File: src/srb_pkg.sv
// ----------------------------------------------------------------------------
// srb_pkg: shared types and constants
// Codes, register indexes and control bundles for the serial ring buffers.
// ----------------------------------------------------------------------------
package srb_pkg;

  localparam logic [1:0] OP_LINE_RX    = 2'd0;
  localparam logic [1:0] OP_TX_READY   = 2'd1;
  localparam logic [1:0] OP_HOST_READ  = 2'd2;
  localparam logic [1:0] OP_HOST_WRITE = 2'd3;

  localparam logic [7:0] CHAR_XON  = 8'd17;
  localparam logic [7:0] CHAR_XOFF = 8'd19;

  localparam logic [1:0] LO_NONE = 2'd0;
  localparam logic [1:0] LO_XON  = 2'd1;
  localparam logic [1:0] LO_XOFF = 2'd2;
  localparam logic [1:0] LO_DATA = 2'd3;

  localparam logic [1:0] REG_FLOW_EN  = 2'd0;
  localparam logic [1:0] REG_XOFF_THR = 2'd1;
  localparam logic [1:0] REG_XON_THR  = 2'd2;

  localparam logic [5:0] THR_RESET = 6'd16;

  typedef struct packed {
    logic       flow_enable;
    logic [5:0] xoff_free_threshold;
    logic [5:0] xon_fill_threshold;
  } cfg_t;

  typedef struct packed {
    logic rx_push;
    logic tx_push;
  } push_t;

  typedef struct packed {
    logic [1:0] lo_code;
    logic       rd_valid;
    logic       write_accepted;
    logic       rx_dropped;
    logic [5:0] rx_level;
    logic       tx_wanted;
  } res_t;

endpackage

File: src/serial_ring_buffers_xon_xoff_unit.sv
// ----------------------------------------------------------------------------
// serial_ring_buffers_xon_xoff_unit: UART ring buffers with XON/XOFF
// Receive and transmit byte rings in block memory, with in-band flow control.
//
//   channel   handshake                      payload
//   command   start / busy                   op, data
//   result    done (strobe per beat)         line_out_valid .. tx_wanted
//   config    psel penable pwrite pready     paddr, pwdata, prdata
//
// One beat per clock while busy is low: a command taken at an edge has its
// result on the next cycle, set by the registered ring memory reads. Pointer
// writes and reads resolve at the accept edge, so back-to-back beats need no
// interlock. busy is high for the first cycle after reset only. Memory
// contents are not cleared; only written entries are ever read.
// ----------------------------------------------------------------------------
module serial_ring_buffers_xon_xoff_unit #(
  parameter int DEPTH = 64
) (
  input  logic        clk,
  input  logic        rst,
  input  logic        start,
  output logic        busy,
  input  logic [1:0]  op,
  input  logic [7:0]  data,
  output logic        done,
  output logic        line_out_valid,
  output logic [7:0]  line_out_byte,
  output logic [7:0]  read_byte,
  output logic        write_accepted,
  output logic        rx_dropped,
  output logic [5:0]  rx_level,
  output logic        tx_wanted,
  input  logic        psel,
  input  logic        penable,
  input  logic        pwrite,
  input  logic [3:0]  paddr,
  input  logic [31:0] pwdata,
  output logic [31:0] prdata,
  output logic        pready
);
  import srb_pkg::*;

  localparam int AW = $clog2(DEPTH);

  logic          accept, cfg_we;
  cfg_t          cfg;
  push_t         push;
  res_t          res;
  logic [AW-1:0] rx_wptr, rx_rptr, tx_wptr, tx_rptr;
  logic [7:0]    rx_rdata, tx_rdata;

  assign accept = start && !busy;
  assign pready = 1'b1;
  assign cfg_we = psel && penable && pwrite && pready;

  always_ff @(posedge clk) begin
    if (rst) begin
      busy                    <= 1'b1;
      cfg.flow_enable         <= 1'b1;
      cfg.xoff_free_threshold <= THR_RESET;
      cfg.xon_fill_threshold  <= THR_RESET;
    end else begin
      busy <= 1'b0;
      if (cfg_we) begin
        case (paddr[3:2])
          REG_FLOW_EN:  cfg.flow_enable         <= pwdata[0];
          REG_XOFF_THR: cfg.xoff_free_threshold <= pwdata[5:0];
          REG_XON_THR:  cfg.xon_fill_threshold  <= pwdata[5:0];
          default: ;
        endcase
      end
    end
  end

  always_comb begin
    case (paddr[3:2])
      REG_FLOW_EN:  prdata = {31'd0, cfg.flow_enable};
      REG_XOFF_THR: prdata = {26'd0, cfg.xoff_free_threshold};
      REG_XON_THR:  prdata = {26'd0, cfg.xon_fill_threshold};
      default:      prdata = '0;
    endcase
  end

  srb_ctrl #(.DEPTH(DEPTH), .AW(AW)) u_ctrl (
    .clk     (clk),
    .rst     (rst),
    .accept  (accept),
    .op      (op),
    .cfg     (cfg),
    .rx_wptr (rx_wptr),
    .rx_rptr (rx_rptr),
    .tx_wptr (tx_wptr),
    .tx_rptr (tx_rptr),
    .push    (push),
    .done    (done),
    .res     (res)
  );

  srb_ring #(.DEPTH(DEPTH), .AW(AW)) u_rx_ring (
    .clk   (clk),
    .we    (push.rx_push),
    .waddr (rx_wptr),
    .wdata (data),
    .re    (accept),
    .raddr (rx_rptr),
    .rdata (rx_rdata)
  );

  srb_ring #(.DEPTH(DEPTH), .AW(AW)) u_tx_ring (
    .clk   (clk),
    .we    (push.tx_push),
    .waddr (tx_wptr),
    .wdata (data),
    .re    (accept),
    .raddr (tx_rptr),
    .rdata (tx_rdata)
  );

  always_comb begin
    case (res.lo_code)
      LO_XON:  line_out_byte = CHAR_XON;
      LO_XOFF: line_out_byte = CHAR_XOFF;
      LO_DATA: line_out_byte = tx_rdata;
      default: line_out_byte = 8'd0;
    endcase
  end

  assign line_out_valid = (res.lo_code != LO_NONE);
  assign read_byte      = res.rd_valid ? rx_rdata : 8'd0;
  assign write_accepted = res.write_accepted;
  assign rx_dropped     = res.rx_dropped;
  assign rx_level       = res.rx_level;
  assign tx_wanted      = res.tx_wanted;

  a_result_follows: assert property (@(posedge clk) disable iff (rst)
    accept |=> done) else $error("result strobe missing after accepted beat");

  a_no_spurious_result: assert property (@(posedge clk) disable iff (rst)
    !accept |=> !done) else $error("result strobe without accepted beat");

  a_drop_on_line_rx: assert property (@(posedge clk) disable iff (rst)
    accept && op != OP_LINE_RX |=> !rx_dropped)
    else $error("drop flagged on a non line-receive beat");

  a_line_only_on_ready: assert property (@(posedge clk) disable iff (rst)
    accept && op != OP_TX_READY |=> !line_out_valid)
    else $error("line byte sent outside transmitter-ready beat");

endmodule

File: src/srb_ring.sv
// ----------------------------------------------------------------------------
// srb_ring: ring storage
// One-write, one-read synchronous byte memory with registered read data.
// ----------------------------------------------------------------------------
module srb_ring #(
  parameter int DEPTH = 64,
  parameter int AW    = 6
) (
  input  logic          clk,
  input  logic          we,
  input  logic [AW-1:0] waddr,
  input  logic [7:0]    wdata,
  input  logic          re,
  input  logic [AW-1:0] raddr,
  output logic [7:0]    rdata
);

  logic [7:0] mem [DEPTH];

  always_ff @(posedge clk) begin
    if (we) begin
      mem[waddr] <= wdata;
    end
    if (re) begin
      rdata <= mem[raddr];
    end
  end

endmodule

File: src/srb_ctrl.sv
// ----------------------------------------------------------------------------
// srb_ctrl: pointer and flow control
// Ring pointers, XON/XOFF flags and the registered status of each beat.
// ----------------------------------------------------------------------------
module srb_ctrl #(
  parameter int DEPTH = 64,
  parameter int AW    = 6
) (
  input  logic                clk,
  input  logic                rst,
  input  logic                accept,
  input  logic [1:0]          op,
  input  srb_pkg::cfg_t       cfg,
  output logic [AW-1:0]       rx_wptr,
  output logic [AW-1:0]       rx_rptr,
  output logic [AW-1:0]       tx_wptr,
  output logic [AW-1:0]       tx_rptr,
  output srb_pkg::push_t      push,
  output logic                done,
  output srb_pkg::res_t       res
);
  import srb_pkg::*;

  localparam int CW = ((AW > 6) ? AW : 6) + 1;
  localparam logic [AW-1:0] LAST    = AW'(DEPTH - 1);
  localparam logic [AW:0]   DEPTH_W = (AW + 1)'(DEPTH);

  logic pending_xon, pending_xoff, peer_enabled, tx_request_enable;
  logic pending_xon_next, pending_xoff_next, peer_enabled_next, tx_request_enable_next;
  logic [AW-1:0] rx_wptr_next, rx_rptr_next, tx_wptr_next, tx_rptr_next;
  logic [AW:0]   rx_fill_w, tx_fill_w;
  logic [AW-1:0] rx_fill, tx_fill, rx_fill_after;
  logic [CW-1:0] rx_free_after, rx_fill_ext;
  logic          rx_full, rx_empty, tx_full, tx_empty;
  res_t          res_next;

  assign rx_fill_w = (rx_wptr >= rx_rptr) ? ({1'b0, rx_wptr} - {1'b0, rx_rptr})
                                          : ({1'b0, rx_wptr} + DEPTH_W - {1'b0, rx_rptr});
  assign tx_fill_w = (tx_wptr >= tx_rptr) ? ({1'b0, tx_wptr} - {1'b0, tx_rptr})
                                          : ({1'b0, tx_wptr} + DEPTH_W - {1'b0, tx_rptr});
  assign rx_fill  = rx_fill_w[AW-1:0];
  assign tx_fill  = tx_fill_w[AW-1:0];
  assign rx_full  = (rx_fill == LAST);
  assign tx_full  = (tx_fill == LAST);
  assign rx_empty = (rx_fill == '0);
  assign tx_empty = (tx_fill == '0);

  always_comb begin
    pending_xon_next       = pending_xon;
    pending_xoff_next      = pending_xoff;
    peer_enabled_next      = peer_enabled;
    tx_request_enable_next = tx_request_enable;
    rx_wptr_next           = rx_wptr;
    rx_rptr_next           = rx_rptr;
    tx_wptr_next           = tx_wptr;
    tx_rptr_next           = tx_rptr;
    rx_fill_after          = rx_fill;
    push                   = '0;
    res_next               = '0;

    case (op)
      OP_LINE_RX: begin
        if (!rx_full) begin
          push.rx_push  = accept;
          rx_wptr_next  = (rx_wptr == LAST) ? '0 : rx_wptr + 1'b1;
          rx_fill_after = rx_fill + 1'b1;
        end else begin
          res_next.rx_dropped = 1'b1;
        end
      end
      OP_TX_READY: begin
        if (cfg.flow_enable && pending_xon) begin
          res_next.lo_code  = LO_XON;
          pending_xon_next  = 1'b0;
          pending_xoff_next = 1'b0;
          peer_enabled_next = 1'b1;
        end else if (cfg.flow_enable && pending_xoff) begin
          res_next.lo_code  = LO_XOFF;
          pending_xon_next  = 1'b0;
          pending_xoff_next = 1'b0;
          peer_enabled_next = 1'b0;
        end else if (!tx_empty) begin
          res_next.lo_code = LO_DATA;
          tx_rptr_next     = (tx_rptr == LAST) ? '0 : tx_rptr + 1'b1;
        end else begin
          tx_request_enable_next = 1'b0;
        end
      end
      OP_HOST_READ: begin
        if (!rx_empty) begin
          res_next.rd_valid = 1'b1;
          rx_rptr_next      = (rx_rptr == LAST) ? '0 : rx_rptr + 1'b1;
          rx_fill_after     = rx_fill - 1'b1;
        end
      end
      default: begin
        if (!tx_full) begin
          push.tx_push            = accept;
          tx_wptr_next            = (tx_wptr == LAST) ? '0 : tx_wptr + 1'b1;
          res_next.write_accepted = 1'b1;
        end
        tx_request_enable_next = 1'b1;
      end
    endcase

    rx_fill_ext   = CW'(rx_fill_after);
    rx_free_after = CW'(LAST) - rx_fill_ext;

    if (op == OP_LINE_RX && cfg.flow_enable && peer_enabled &&
        rx_free_after < CW'(cfg.xoff_free_threshold)) begin
      pending_xoff_next      = 1'b1;
      pending_xon_next       = 1'b0;
      tx_request_enable_next = 1'b1;
    end
    if (op == OP_HOST_READ && cfg.flow_enable && !peer_enabled &&
        rx_fill_ext < CW'(cfg.xon_fill_threshold)) begin
      pending_xon_next       = 1'b1;
      pending_xoff_next      = 1'b0;
      tx_request_enable_next = 1'b1;
    end

    res_next.rx_level  = rx_fill_ext[5:0];
    res_next.tx_wanted = tx_request_enable_next;
  end

  always_ff @(posedge clk) begin
    if (rst) begin
      rx_wptr           <= '0;
      rx_rptr           <= '0;
      tx_wptr           <= '0;
      tx_rptr           <= '0;
      pending_xon       <= 1'b1;
      pending_xoff      <= 1'b0;
      peer_enabled      <= 1'b0;
      tx_request_enable <= 1'b1;
      done              <= 1'b0;
    end else begin
      done <= accept;
      if (accept) begin
        rx_wptr           <= rx_wptr_next;
        rx_rptr           <= rx_rptr_next;
        tx_wptr           <= tx_wptr_next;
        tx_rptr           <= tx_rptr_next;
        pending_xon       <= pending_xon_next;
        pending_xoff      <= pending_xoff_next;
        peer_enabled      <= peer_enabled_next;
        tx_request_enable <= tx_request_enable_next;
      end
    end
  end

  always_ff @(posedge clk) begin
    if (accept) begin
      res <= res_next;
    end
  end

endmodule
File: config.mk
export PLATFORM = sky130hd
export DESIGN_NAME = serial_ring_buffers_xon_xoff_unit
export DESIGN_NICKNAME = d
export VERILOG_FILES = /design/src/srb_pkg.sv /design/src/serial_ring_buffers_xon_xoff_unit.sv /design/src/srb_ring.sv /design/src/srb_ctrl.sv
export SDC_FILE = /design/constraint.sdc
export NUM_CORES = 1
export LEC_CHECK = 0
export BUFFER_PORTS_ARGS = -buffer_cell sky130_fd_sc_hd__buf_4
export CAP_MARGIN = 20
export CORE_UTILIZATION = 38
export CTS_CLUSTER_DIAMETER = 80
export CTS_CLUSTER_SIZE = 14
export DETAILED_ROUTE_END_ITERATION = 8
export HOLD_SLACK_MARGIN = 0.06
export SLEW_MARGIN = 20
export SYNTH_ARGS = -nofsm -noshare
export SYNTH_HDL_FRONTEND = slang
export SYNTH_SLANG_ARGS = --single-unit
File: constraint.sdc
create_clock -name clk -period 4.9 [get_ports clk]
set_clock_uncertainty 0.15 [all_clocks]
set_input_delay 0.49 -clock clk [delete_from_list [all_inputs] [get_ports clk]]
set_output_delay 0.49 -clock clk [all_outputs]
set_load 0.02 [all_outputs]
==> metrics.cfg <==
[outcome]
status = finished clean

[pwr]
leakagePower_nw = 14.85
power.total_mw = 17.22
power_density_nw_per_um2 = 351.7
ir_worst_vdd_mv = 0.2304
p_comb_share_pct = 2.6
pwr-share-seq_pct = 59.7
swShare_pct = 19.91
power.internal_mw = 13.80
clkPwrFrac_pct = 37.7
p_sw_mw = 3.429

[synth]
synth_cells = 2105
synth_edf_count = 1052
synth-seq-cells = 1095
synth_ff_type = edfxtp_1
async_flop_share_pct = 0
yosys_warnings = 0
ys_seq_area_share_pct = 73.98
synthDistinctLibCells = 67
synth_area_um2 = 43860
syn_avg_cell_area_um2 = 20.84

[grt]
grt_start_max_net_pins = 94
grt_pass1_wl_um = 143600
antenna_found_initial = 1
grt_pass1_vias = 21157
grt-ovfl-total = 0
grt_usage_pct = 16.77

[sta]
hold_viol_final = 0
min_period_ns = 4.573
tns_ns = 0
rsz0062_at_grt = false
slew_headroom_pct = 28.56
holdWs_ns = 0.1125
clock.fmax_mhz = 218.7
setup_violations = 0
maxSlewViolCount = 0
fin_crit_sh_pct = 93.33
worst_pin_slew_ns = 1.072

[cells_and_area]
fillCellCount = 9713
synthToLayoutAreaGrowth_pct = 11.66
final_cell_area_um2 = 48980
antenna_cells = 0
drive_above_1_share_pct = 27.45
nets = 2326
final_cells = 3796

[clocking]
cts.path.max_buffers = 3
clk_latency_ns = 0.66
cts_tree = done
clk_pin_slew_ns = 0.07
root_buffer = clkbuf_16
cts.sinks = 1095
htreeDepth = 3
cts_buffers = 88

[worst_setup_path]
worstRegToRegCells = 19
crit_type = flop to flop
cp_cell_sequence = inv_1, ha_1, inv_1, fa_1, inv_1, ha_1, and3_1, mux2i_1, o41a_1, buf_4, mux2i_1, o31a_1, ha_1, nor2b_1, and2_1, and3_1, o31ai_2, o2111ai_1, o31a_1
worst_path_max_delay_cell = fa_1
end_kind = flop
crit_arrival_ns = 4.96
crit_fanout = 7
critPathMaxStageDelay_ns = 0.46
required_ns = 5.28
cp-start-kind = flop

[floorplanning]
die_x_um = 341.8
die_y_um = 341.8
die_area_um2 = 116800
core_area_um2 = 114300
io_pins = 113
num_rows = 124
start_util_pct = 38.36

[route]
ant_nets = 0
drtPass1Iterations = 6
dr_total_vias = 20639
detail_route.wl_per_cell_um = 25.58
drt-total-wl_um = 97110
drcViolationCount = 0
drt_iter0_markers = 1963
viasPerCell = 5.437

[placed_design]
portBuffers = 57
placed_cells = 3655
gp_congestion = 0.8080
hpwl_um = 60410
place_area_um2 = 46360

[min_path]
hold_path_depth = 3
min_path_type = input port to flop

[job]
max_cap_violations = 0

power by group through the flow:
| stage | logic (mW) | clock network, mW | registers [mW] |
|---|---|---|---|
| 2_1_floorplan | 0.210 | 0 | 10.5 |
| 3_3_place_gp | 0.425 | 0 | 10.5 |
| 3_5_place_dp | 0.445 | 0 | 10.5 |
| 4_1_cts | 0.450 | 6.66 | 10.3 |
| 5_1_grt | 0.486 | 6.97 | 10.3 |
| 6_report | 0.450 | 6.50 | 10.3 |
stage by stage:
step	setup WS (ns)	utilization, %
3_5_place_dp	0.2066	40.55
5_1_grt	0.04721	42.83
4_1_cts	0.1994	42.77
2_1_floorplan	0.07887	-
3_3_place_gp	0.2795	40.55
6_report	0.3267	42.83
layout by cell type (no fill, tap or decap), types with 4 or more instances in the layout:
cell,instances
edfxtp_1,1052
mux4_2,336
nor2_1,179
buf_4,162
clkbuf_16,92
dfxtp_1,38
nand2_1,36
inv_1,32
clkbuf_1,32
conb_1,27
ha_1,26
mux2i_1,18
xnor2_1,17
a21oi_1,17
and2_1,15
nand3_1,15
or3_1,14
o21ai_0,12
and3_1,12
nand4_1,11
nor2b_1,9
nor3_1,9
dlygate4sd3_1,8
a21o_1,7
xor2_1,6
a22o_1,6
a31oi_1,6
nand4b_1,5
o31a_1,4
nand3b_1,4
inv_2,4
dfxtp_4,4
cells in the mapped netlist (3+ instances only):
cell type,count,area share (%)
mux4_2,336,17
buf_2,26,0.30
inv_1,33,0.28
mux2i_1,18,0.41
or3_1,14,0.20
buf_1,20,0.17
xnor2_1,17,0.34
xor2_1,6,0.12
nor3b_1,3,0.051
a21oi_1,18,0.21
o21a_1,3,0.051
inv_2,3,0.026
a21o_1,7,0.12
nand4_1,11,0.16
and2_1,15,0.21
and3_1,12,0.17
buf_4,35,0.60
dfxtp_1,43,2.0
o21ai_0,12,0.14
ha_1,26,0.74
nor2_1,179,1.5
a21boi_0,3,0.051
nor2b_1,9,0.13
clkbuf_1,65,0.56
a31oi_1,6,0.086
nand3b_1,4,0.068
nor3_1,9,0.10
a22oi_1,3,0.051
edfxtp_1,1052,72
o31a_1,4,0.080
nand3_1,15,0.17
nand2b_1,3,0.043
a22o_1,6,0.12
a211oi_1,4,0.068
nand4b_1,5,0.10
nand2_1,36,0.31
repair_timing:
action	4_1_cts	5_1_grt
setup buffers	0	4
hold buffers	8	0
endpoints found under the setup margin	0	4
resized for setup	0	3
hold endpoints to repair	14	0
final cells by class:
cell class | count | area [um2] | area share (%)
repair buffers | 172 | 1336 | 2.728
multi-input cells | 853 | 10680 | 21.81
inverters | 36 | 135.1 | 0.2759
flip-flops and latches | 1095 | 32470 | 66.29
well taps | 1512 | 1892 | 3.863
clock inverters | 4 | 38.79 | 0.07920
clock buffers | 124 | 2422 | 4.946
logic make-up (layout without fill, tap and decap cells):
logic type / Yosys count / after routing / share of synthesized area, %
flops: 1095 / 1095 / 73.98
compound gates: 90 / 90 / 1.492
other cells: 2 / 27 / 0.01712
buf+inv: 182 / 336 / 1.931
fa+ha+maj: 28 / 28 / 0.8329
simple gates: 328 / 328 / 3.511
xor+xnor: 26 / 26 / 0.5705
mux: 354 / 354 / 17.66
metal layers:
| layer | vias up | GRT usage (%) | share of wire (%) |
|---|---|---|---|
| li1 | 8848 | - | - |
| met1 | 11030 | 22.83 | 42 |
| met2 | 644 | 28.03 | 50 |
| met3 | 117 | 2.806 | 5.4 |
| met4 | 0 | 4.269 | 2.1 |
| met5 | - | 0 | 0 |
worst max-delay path: cells and delay by family, from the launching register on:
kind,cells,cell delay (ns)
AO/OA/AOI/OAI,5,1.52
flip-flops,1,0.39
buffers and inverters,4,0.49
AND/OR/NAND/NOR,4,0.62
multiplexers,2,0.22
adder cells (fa/ha/maj),4,1.09
state kept, by name, summed over array words and instances (netlist names):
signal                    flops
u_ctrl.rx_rptr                6
u_rx_ring.rdata               8
u_ctrl.rx_wptr                6
u_ctrl.pending_xon            1
u_ctrl.res                   12
u_ctrl.pending_xoff           1
cfg                          13
u_ctrl.tx_rptr                6
u_tx_ring.rdata               8
u_rx_ring.mem               512
u_ctrl.done                   1
busy                          1
u_ctrl.tx_wptr                6
u_tx_ring.mem               512
u_ctrl.tx_request_enable      1
u_ctrl.peer_enabled           1
worst paths after layout:
kind,from,end,slack (ns)
min reg2reg,cfg[4]$_SDFFE_PP1P_,cfg[4]$_SDFFE_PP1P_,0.39
max,u_ctrl.rx_wptr[0]$_SDFFE_PP0P_,u_ctrl.tx_request_enable$_SDFFE_PP1P_,0.33
min,paddr[2],cfg[4]$_SDFFE_PP1P_,0.11
max reg2reg,u_ctrl.rx_wptr[0]$_SDFFE_PP0P_,u_ctrl.tx_request_enable$_SDFFE_PP1P_,0.33
No activity file was read; power rests on OpenSTA's default activity.
